**src/ttt_pkg.sv**
```systemverilog
`default_nettype none

package ttt_pkg;

  localparam logic [1:0] CMD_TICK     = 2'd0;
  localparam logic [1:0] CMD_REGISTER = 2'd1;
  localparam logic [1:0] CMD_CANCEL   = 2'd2;

  localparam int SLOT_ADDR_W = 8;
  localparam int EXT_W       = 9;

  typedef struct packed {
    logic                   exp_we;
    logic                   cfg_we;
    logic [SLOT_ADDR_W-1:0] addr;
    logic [31:0]            expiry;
    logic [30:0]            period;
    logic [31:0]            word;
  } slot_wr_t;

  typedef struct packed {
    logic                   en;
    logic [SLOT_ADDR_W-1:0] addr;
  } slot_rd_t;

endpackage

`default_nettype wire

```
**src/timeout_table_timer.sv**
```systemverilog
// Timeout table timer. Register (cmd 1) and cancel (cmd 2) items are
// accepted without raising in_stall and produce no result. A tick item
// (cmd 0) advances the time count and then walks the slot table once, one
// slot per cycle while out_stall holds back no result, through the slot
// memory read port and one shared compare, holding in_stall high throughout.
// Expired slots are delivered in ascending handle order; last_of_tick marks
// the final result of a tick, and a tick with no expiry delivers nothing.
`default_nettype none

module timeout_table_timer
  import ttt_pkg::*;
#(
  parameter int SLOT_COUNT = 16
) (
  input  wire logic        clk,
  input  wire logic        rst,
  input  wire logic        in_valid,
  output logic             in_stall,
  input  wire logic [1:0]  cmd,
  input  wire logic [3:0]  slot_handle,
  input  wire logic [30:0] interval,
  input  wire logic [30:0] reload_period,
  input  wire logic [31:0] user_value,
  output logic             out_valid,
  input  wire logic        out_stall,
  output logic [3:0]       expired_slot,
  output logic [31:0]      stored_value,
  output logic             rearmed,
  output logic             last_of_tick
);

  localparam int IDX_W = (SLOT_COUNT > 1) ? $clog2(SLOT_COUNT) : 1;

  localparam logic [1:0] ST_IDLE  = 2'd0;
  localparam logic [1:0] ST_SCAN  = 2'd1;
  localparam logic [1:0] ST_FLUSH = 2'd2;

  logic [1:0]            state;
  logic [31:0]           now_count;
  logic [SLOT_COUNT-1:0] armed;
  logic [IDX_W-1:0]      rd_idx;
  logic                  rd_more;
  logic [IDX_W-1:0]      chk_idx;
  logic                  chk_valid;
  logic                  pend_valid;
  logic [IDX_W-1:0]      pend_idx;
  logic [31:0]           pend_word;
  logic                  pend_re;

  logic [31:0] rd_expiry;
  logic [30:0] rd_period;
  logic [31:0] rd_word;

  slot_wr_t wr;
  slot_rd_t rd;

  logic             in_fire;
  logic             handle_ok;
  logic [EXT_W-1:0] hnd_ext;
  logic [IDX_W-1:0] hnd_idx;
  logic [EXT_W-1:0] pend_ext;
  logic [31:0]      diff;
  logic [31:0]      sum_b;
  logic [31:0]      sum;
  logic             hit;
  logic             re;
  logic             can_push;
  logic             advance;
  logic             push_mid;
  logic             push_last;

  assign in_stall  = (state != ST_IDLE);
  assign in_fire   = in_valid && !in_stall;
  assign hnd_ext   = EXT_W'(slot_handle);
  assign hnd_idx   = hnd_ext[IDX_W-1:0];
  assign handle_ok = (hnd_ext < EXT_W'(SLOT_COUNT));
  assign pend_ext  = EXT_W'(pend_idx);

  assign diff      = now_count - rd_expiry;
  assign hit       = chk_valid && armed[chk_idx] && !diff[31];
  assign re        = (rd_period != 31'd0);
  assign sum_b     = (state == ST_IDLE) ? {1'b0, interval} : {1'b0, rd_period};
  assign sum       = now_count + sum_b;

  assign can_push  = !out_valid || !out_stall;
  assign advance   = !(hit && pend_valid && !can_push);
  assign push_mid  = (state == ST_SCAN) && advance && hit && pend_valid;
  assign push_last = (state == ST_FLUSH) && pend_valid && can_push;

  always_comb begin
    wr.cfg_we = in_fire && (cmd == CMD_REGISTER) && handle_ok;
    wr.exp_we = wr.cfg_we || ((state == ST_SCAN) && advance && hit && re);
    wr.addr   = (state == ST_IDLE) ? SLOT_ADDR_W'(hnd_idx) : SLOT_ADDR_W'(chk_idx);
    wr.expiry = sum;
    wr.period = reload_period;
    wr.word   = user_value;
    rd.en     = (state == ST_SCAN) && advance && rd_more;
    rd.addr   = SLOT_ADDR_W'(rd_idx);
  end

  ttt_slot_store #(
    .SLOT_COUNT (SLOT_COUNT),
    .IDX_W      (IDX_W)
  ) u_store (
    .clk       (clk),
    .wr        (wr),
    .rd        (rd),
    .rd_expiry (rd_expiry),
    .rd_period (rd_period),
    .rd_word   (rd_word)
  );

  always_ff @(posedge clk) begin
    if (rst) begin
      state      <= ST_IDLE;
      now_count  <= 32'd0;
      armed      <= '0;
      rd_idx     <= '0;
      rd_more    <= 1'b0;
      chk_idx    <= '0;
      chk_valid  <= 1'b0;
      pend_valid <= 1'b0;
      out_valid  <= 1'b0;
    end else begin
      if (out_valid && !out_stall) begin
        out_valid <= 1'b0;
      end
      if (push_mid || push_last) begin
        out_valid <= 1'b1;
      end
      unique case (state)
        ST_IDLE: begin
          if (in_fire) begin
            case (cmd)
              CMD_TICK: begin
                now_count  <= now_count + 32'd1;
                rd_idx     <= '0;
                rd_more    <= 1'b1;
                chk_valid  <= 1'b0;
                pend_valid <= 1'b0;
                state      <= ST_SCAN;
              end
              CMD_REGISTER: begin
                if (handle_ok) begin
                  armed[hnd_idx] <= 1'b1;
                end
              end
              CMD_CANCEL: begin
                if (handle_ok) begin
                  armed[hnd_idx] <= 1'b0;
                end
              end
              default: begin
              end
            endcase
          end
        end
        ST_SCAN: begin
          if (advance) begin
            chk_valid <= rd_more;
            chk_idx   <= rd_idx;
            if (rd_more) begin
              rd_idx  <= rd_idx + IDX_W'(1);
              rd_more <= (rd_idx != IDX_W'(SLOT_COUNT - 1));
            end
            if (hit) begin
              if (!re) begin
                armed[chk_idx] <= 1'b0;
              end
              pend_valid <= 1'b1;
            end
            if (!chk_valid && !rd_more) begin
              state <= ST_FLUSH;
            end
          end
        end
        ST_FLUSH: begin
          if (!pend_valid) begin
            state <= ST_IDLE;
          end else if (can_push) begin
            pend_valid <= 1'b0;
            state      <= ST_IDLE;
          end
        end
        default: begin
          state <= ST_IDLE;
        end
      endcase
    end
  end

  // hold the pending result and the output item
  always_ff @(posedge clk) begin
    if ((state == ST_SCAN) && advance && hit) begin
      pend_idx  <= chk_idx;
      pend_word <= rd_word;
      pend_re   <= re;
    end
    if (push_mid || push_last) begin
      expired_slot <= pend_ext[3:0];
      stored_value <= pend_word;
      rearmed      <= pend_re;
      last_of_tick <= push_last;
    end
  end

endmodule

`default_nettype wire

```
**src/ttt_slot_store.sv**
```systemverilog
`default_nettype none

module ttt_slot_store
  import ttt_pkg::*;
#(
  parameter int SLOT_COUNT = 16,
  parameter int IDX_W      = 4
) (
  input  wire logic        clk,
  input  wire slot_wr_t    wr,
  input  wire slot_rd_t    rd,
  output logic [31:0]      rd_expiry,
  output logic [30:0]      rd_period,
  output logic [31:0]      rd_word
);

  logic [31:0] expiry_mem [SLOT_COUNT];
  logic [30:0] period_mem [SLOT_COUNT];
  logic [31:0] word_mem   [SLOT_COUNT];

  logic [IDX_W-1:0] wr_idx;
  logic [IDX_W-1:0] rd_idx;

  assign wr_idx = wr.addr[IDX_W-1:0];
  assign rd_idx = rd.addr[IDX_W-1:0];

  always_ff @(posedge clk) begin
    if (wr.exp_we) begin
      expiry_mem[wr_idx] <= wr.expiry;
    end
    if (wr.cfg_we) begin
      period_mem[wr_idx] <= wr.period;
      word_mem[wr_idx]   <= wr.word;
    end
  end

  always_ff @(posedge clk) begin
    if (rd.en) begin
      rd_expiry <= expiry_mem[rd_idx];
      rd_period <= period_mem[rd_idx];
      rd_word   <= word_mem[rd_idx];
    end
  end

endmodule

`default_nettype wire

```
**config.mk**
```make
export PLATFORM = sky130hd
export DESIGN_NAME = timeout_table_timer
export DESIGN_NICKNAME = d
export VERILOG_FILES = /design/src/ttt_pkg.sv /design/src/timeout_table_timer.sv /design/src/ttt_slot_store.sv
export SDC_FILE = /design/constraint.sdc
export NUM_CORES = 2
export LEC_CHECK = 0
export ABC_CLOCK_PERIOD_IN_PS = 6000
export BUFFER_PORTS_ARGS = -buffer_cell sky130_fd_sc_hd__buf_2
export CORE_UTILIZATION = 40
export CTS_CLUSTER_SIZE = 12
export DETAILED_ROUTE_END_ITERATION = 8
export PLACE_DENSITY = 0.55
export SETUP_SLACK_MARGIN = 0.5
export SYNTH_ARGS = -nofsm -noshare
export SYNTH_HDL_FRONTEND = slang
export SYNTH_SLANG_ARGS = --single-unit
```
**constraint.sdc**
```tcl
create_clock -name clk -period 6 [get_ports clk]
set_input_delay 0.6 -clock clk [delete_from_list [all_inputs] [get_ports clk]]
set_output_delay 0.6 -clock clk [all_outputs]
set_load 0.02 [all_outputs]
```
* Word level (Yosys, flattened, before mapping)
Memories as Yosys holds them, arrays and structs flattened. A register that Yosys moved wholly into a read port is not among the register bits. Cells that the tools add are included.
Storage, ports and cells: flip-flop bits (word level) 137, bits in writable memories 1520, input bits 104, logic and storage cells 141, memories 3
Memory list:
- u_store.expiry_mem | words 16, width 32, read ports 1, clocked after memory_dff 1, write ports 1, RTL line ttt_slot_store.sv:17 | logic [31:0] expiry_mem [SLOT_COUNT];
- u_store.word_mem | words 16, width 32, read ports 1, clocked after memory_dff 1, write ports 1, RTL line ttt_slot_store.sv:19 | logic [31:0] word_mem [SLOT_COUNT];
- u_store.period_mem | words 16, width 31, read ports 1, clocked after memory_dff 1, write ports 1, RTL line ttt_slot_store.sv:18 | logic [30:0] period_mem [SLOT_COUNT];
Cells by class: add/sub/neg operators 4, $lt $le $gt $ge 5, equal/unequal tests 16, mux-type cells 48, bitwise logic cells 6, reduce and logical (&&, ||, !) cells 43
Operators with widths (number):
- 2-to-1 mux 16 bit | 6
- case mux 16 bit (2 select lines) | 2
- adder 32 x 1 -> 32 bit (second input constant) | 1
- adder 32 x 31 -> 32 bit | 1
- AND 16 bit | 2
- NOT 16 bit | 2
- subtractor 32 bit | 1
- 2-to-1 mux 31 bit | 1
- nonzero test 31 bit | 1
- 2-to-1 mux 1 bit | 20
- 2-to-1 mux 4 bit | 5
- logical AND 1 bit | 18
- bitwise OR 16 bit | 1
- < comparator 4 x 5 -> 1 bit (second input constant) | 3
- AND reduction 5 bit | 3
- 2-to-1 mux 2 bit | 6
- inequality test 2 bit (second input constant) | 6
- inequality test 3 bit (second input constant) | 3
- demux 1 bit (select 4 bit) | 2
- >= comparator 4 x 1 -> 1 bit (second input constant) | 2
- logical NOT 1 bit | 8
- case mux 4 bit (2 select lines) | 1
- AND reduction 8 bit | 1
- case mux 2 bit (3 select lines) | 1
- 17 further kinds | 25

* Logic depth before layout (Yosys ltp)
word-level depth 13, depth in mapped cells 15

* Modules after synthesis
Synthesis repeated with hierarchy kept, for this count alone.
Second synthesis, totals: cell total of the unflattened synthesis 3348, area, all modules 68165.4 µm²
Modules (own cells, without submodules):
- ttt_slot_store | times used 1, cells an instance 2461, area each 59736.0 µm², seq. area each 48496.5 µm²
- timeout_table_timer | times used 1, cells an instance 887, area each 8429.3 µm², seq. area each 3493.4 µm²

* Least setup slack after synthesis
No wires, ideal clock.
kind reg2reg, start point register chk_idx[0], end point register u_store.rd_expiry[0], read port of u_store.expiry_mem, enable pin, data arrival time 6020 ps, data required time 5450 ps, path slack -570 ps, cell stages (with the launch flop) 8, period minus slack after synthesis 6570 ps, cell sequence dfxtp_1 > buf_6 > mux4_1 > mux4_2 > and3_1 > o211ai_1 > o211ai_1 > nor2_1
RTL lines:
- start, declared | RTL line timeout_table_timer.sv:43 | logic [IDX_W-1:0] chk_idx;
- start signal, assigned | RTL line timeout_table_timer.sv:161 | chk_idx <= rd_idx;
- end, declared | RTL line ttt_slot_store.sv:12 | output logic [31:0] rd_expiry,

* Worst setup path in the final report
start point register state[1], end point memory u_store.expiry_mem[10][28] (data pin)
On the way: cells in the longest elaborated chain, start to end 3
RTL lines:
- start, declared | RTL line timeout_table_timer.sv:38 | logic [1:0] state;
- start signal, assigned | RTL line timeout_table_timer.sv:115 | state <= ST_IDLE;
- start signal, assigned | RTL line timeout_table_timer.sv:141 | state <= ST_SCAN;
- start signal, assigned | RTL line timeout_table_timer.sv:173 | state <= ST_FLUSH;
- logical NOT 2 bit | RTL line timeout_table_timer.sv:82 | assign sum_b = (state == ST_IDLE) ? {1'b0, interval} : {1'b0, rd_period};
- 2-to-1 mux 31 bit | RTL line timeout_table_timer.sv:82
- adder 32 x 31 -> 32 bit | RTL line timeout_table_timer.sv:83 | assign sum = now_count + sum_b;
- named net sum[28] | RTL line timeout_table_timer.sv:64 | logic [31:0] sum;
- end, declared | RTL line ttt_slot_store.sv:17
The timed path passes the listed nets, and every way through them passes these cells.

==> impl_metrics.json <==
{
  "layout_common_cells": "edfxtp_1 (1690), mux4_2 (477), clkbuf_16 (184)",
  "pwr-share-comb_pct": 7.9,
  "syn-instance-count": 3142,
  "reg2reg_to": "u_store.expiry_mem[10][28]",
  "ys_warn_count": 0,
  "root_buffer": "clkbuf_16",
  "whs_ns": 0.155,
  "hold_viol": 0,
  "grt_pass1_wl_um": 236000,
  "vias": 31950,
  "htree_num_levels": 4,
  "die_h_um": 415,
  "cap_violations": 0,
  "clk_pin_slew_ns": 0.06,
  "rsz0062_at_grt": "false",
  "synthArstFlopShare_pct": 0,
  "slew_violations": 0,
  "power.share.switching_pct": 23.0,
  "start_util_pct": 40.3,
  "ff2ff_setup_slack_ns": 0.99,
  "antenna_left": 0,
  "rows": 151,
  "ys.flop_type": "edfxtp_1",
  "yosys-mux-area-fraction_pct": 16.6,
  "port_buffers": 143,
  "grt-ovfl-total": 0,
  "syn2layout_area_growth_pct": 14.4,
  "cts_made_buffers": 183,
  "cp_slowest_cell": "a21oi_1",
  "drtIter0Drc": 2791,
  "cp.required_ns": 6.44,
  "die_w_um": 415,
  "drc": 0,
  "synth_nets": 3313,
  "pwr-share-clk_pct": 39.5,
  "final_common_cell": "edfxtp_1",
  "finalCritPeriodShare_pct": 83.4,
  "hp-class": "in -> reg",
  "dp_hpwl_um": 90600,
  "synth_edf_count": 1690,
  "setup-violations-final": 0,
  "critPathCaptureType": "register",
  "critPathMaxFanout": 28,
  "cts-resized-gates": 0,
  "max_freq_ghz": 0.200,
  "final_nets": 3593,
  "design_area_mm2": 0.0781,
  "ioPinCount": 144,
  "period_minus_slack_ns": 5.01,
  "dr.pass1.iters": 7,
  "clock-sinks": 1752,
  "antenna_found_initial": 31,
  "syn-cell-area_mm2": 0.0683,
  "vias_per_cell": 5.53,
  "ys_seq_area_share_pct": 76.1,
  "seq_power_share_pct": 52.6,
  "r2r_cells": 13,
  "crit_arrival_ns": 5.44,
  "grtUsageTotal_pct": 19.0,
  "placed_cell_area_mm2": 0.0725,
  "first_global_vias": 33212,
  "p_switching_uw": 6170,
  "r2r-start": "state[1]",
  "worstHoldStart": "reload_period[12]",
  "leakage_uw": 0.0240,
  "crit_path_max_incr_delay_ns": 0.82,
  "hold_path_depth": 1,
  "min_to": "u_store.period_mem[8][12]",
  "insertion_delay_ns": 0.82,
  "synth-xor-area-share_pct": 0.680,
  "routed_wl_um": 162000,
  "setup_tns_ns": 0,
  "gp_congestion": 0.848,
  "outcome": "finished clean",
  "synthSimpleGateAreaFrac_pct": 2.39,
  "cts_hold_buf": 0,
  "critPathBufInv": 1,
  "irDropWorstVdd_mv": 0.317,
  "synth_top_family_by_area": "multiplexers",
  "cpMostUsedCell": "a21oi_1",
  "worstSetupStartpointType": "register",
  "cpLargestDelayFamily": "compound AO/OA/AOI/OAI gates",
  "finClkSkew_ns": 0.0429,
  "drive_above_1_share_pct": 28.9,
  "synth-seq-cells": 1752,
  "post_cts_buffers": 0,
  "die_area_mm2": 0.172,
  "crit_chain": "inv_1 > ha_2 > mux2_2 > ha_1 > fa_1 > a21o_1 > nand4_1 > a311oi_1 > o2111ai_1 > a21oi_1 > nor4_1 > nor2_1 > a21oi_1",
  "wire_per_inst_um": 28.1,
  "clockBufferDepth": 3,
  "grt_max_degree": 86,
  "power_density_mw_per_mm2": 343,
  "worstMarginPinSlew_ns": 1.35,
  "relSlewSlack_pct": 9.29,
  "synth_compound_area_share_pct": 1.91,
  "internal-power_uw": 20700,
  "core_area_mm2": 0.169,
  "synth-adder-area-share_pct": 1.24,
  "postSynthAreaPerCell_um2": 21.7,
  "cts_tree": "built",
  "path_class": "reg -> reg",
  "synth_cell_type_count": 60
}
[layer usage]
| layer | global-route usage [%] | vias to the layer above | part of all wire, % |
|---|---|---|---|
| li1 | - | 13751 | - |
| met1 | 25.8 | 17084 | 43 |
| met3 | 3.63 | 267 | 5.3 |
| met4 | 6.55 | 22 | 3.0 |
| met5 | 0 | - | 0.081 |
| met2 | 30.7 | 826 | 49 |
[worst max-delay path by stage]
stage,startpoint,to,slack [ns],depth (start not counted)
6_report,state[1],u_store.expiry_mem[10][28],0.99,13
5_1_grt,state[0],u_store.expiry_mem[10][28],0.65,13
4_1_cts,state[0],u_store.expiry_mem[10][27],1.02,11
3_5_place_dp,state[0],u_store.expiry_mem[10][28],1.04,13
3_3_place_gp,state[1],u_store.expiry_mem[13][31],1.08,12
2_1_floorplan,now_count[25],u_store.expiry_mem[10][0],0.59,11
[per-stage QoR]
stage / std cells / setup slack [ns] / utilization [%] / total power [uW]
5_1_grt: 5772 / 0.655 / 46.1 / 27700
2_1_floorplan: 3142 / 0.590 / - / 15600
3_5_place_dp: 5455 / 1.04 / 42.8 / 16500
6_report: 5776 / 0.993 / 46.1 / 26800
3_3_place_gp: 5455 / 1.08 / 42.8 / 16500
4_1_cts: 5770 / 1.02 / 46.1 / 27100
[sequential cells by signal, indices dropped and copies added (netlist names), 2 cells and up, named ones only]
register and flops:
pend_idx 4, u_store.rd_expiry 32, chk_idx 4, rd_idx 4
u_store.word_mem 512, u_store.rd_word 32, expired_slot 4, u_store.rd_period 31
pend_word 32, now_count 32, u_store.expiry_mem 512, stored_value 32
u_store.period_mem 496, state 2
[power groups by stage]
| stage | clock, uW | sequential, uW | combinational [uW] |
|---|---|---|---|
| 2_1_floorplan | 0 | 14300 | 1290 |
| 3_3_place_gp | 0 | 14400 | 2110 |
| 3_5_place_dp | 0 | 14400 | 2140 |
| 4_1_cts | 10800 | 14100 | 2150 |
| 5_1_grt | 11300 | 14100 | 2300 |
| 6_report | 10600 | 14100 | 2130 |
[synthesized netlist by cell type (all sizes together), types with 36 or more instances]
library cell / n / area share [%]
mux4: 480 / 16
nor2: 91 / 0.50
buf: 37 / 0.23
edfxtp: 1690 / 74
inv: 56 / 0.31
clkbuf: 100 / 0.55
a21oi: 79 / 0.60
o21ai: 36 / 0.26
ha: 66 / 1.2
dfxtp: 62 / 1.8
nand2: 88 / 0.48
nor3: 40 / 0.29
[logic make-up (layout without fill, tap and decap cells)]
logic type,Yosys count,count (layout)
adder cells (fa/ha/maj),67,67
flip-flops,1752,1752
other,0,6
multiplexers,523,523
buffers and inverters,194,604
AO/OA/AOI/OAI,211,211
AND/OR/NAND/NOR,342,342
XOR/XNOR,53,53
[area by class of cell]
cell class	instances	area [um2]
fill	13975	91400
clock buffer	244	4920
antenna	6	15.0
timing repair buffer	232	1730
multi-input combinational	1196	15800
inverter	57	214
clock inverter	71	669
sequential	1752	52000
tap	2218	2780
Power figures use the tool's default switching activity.
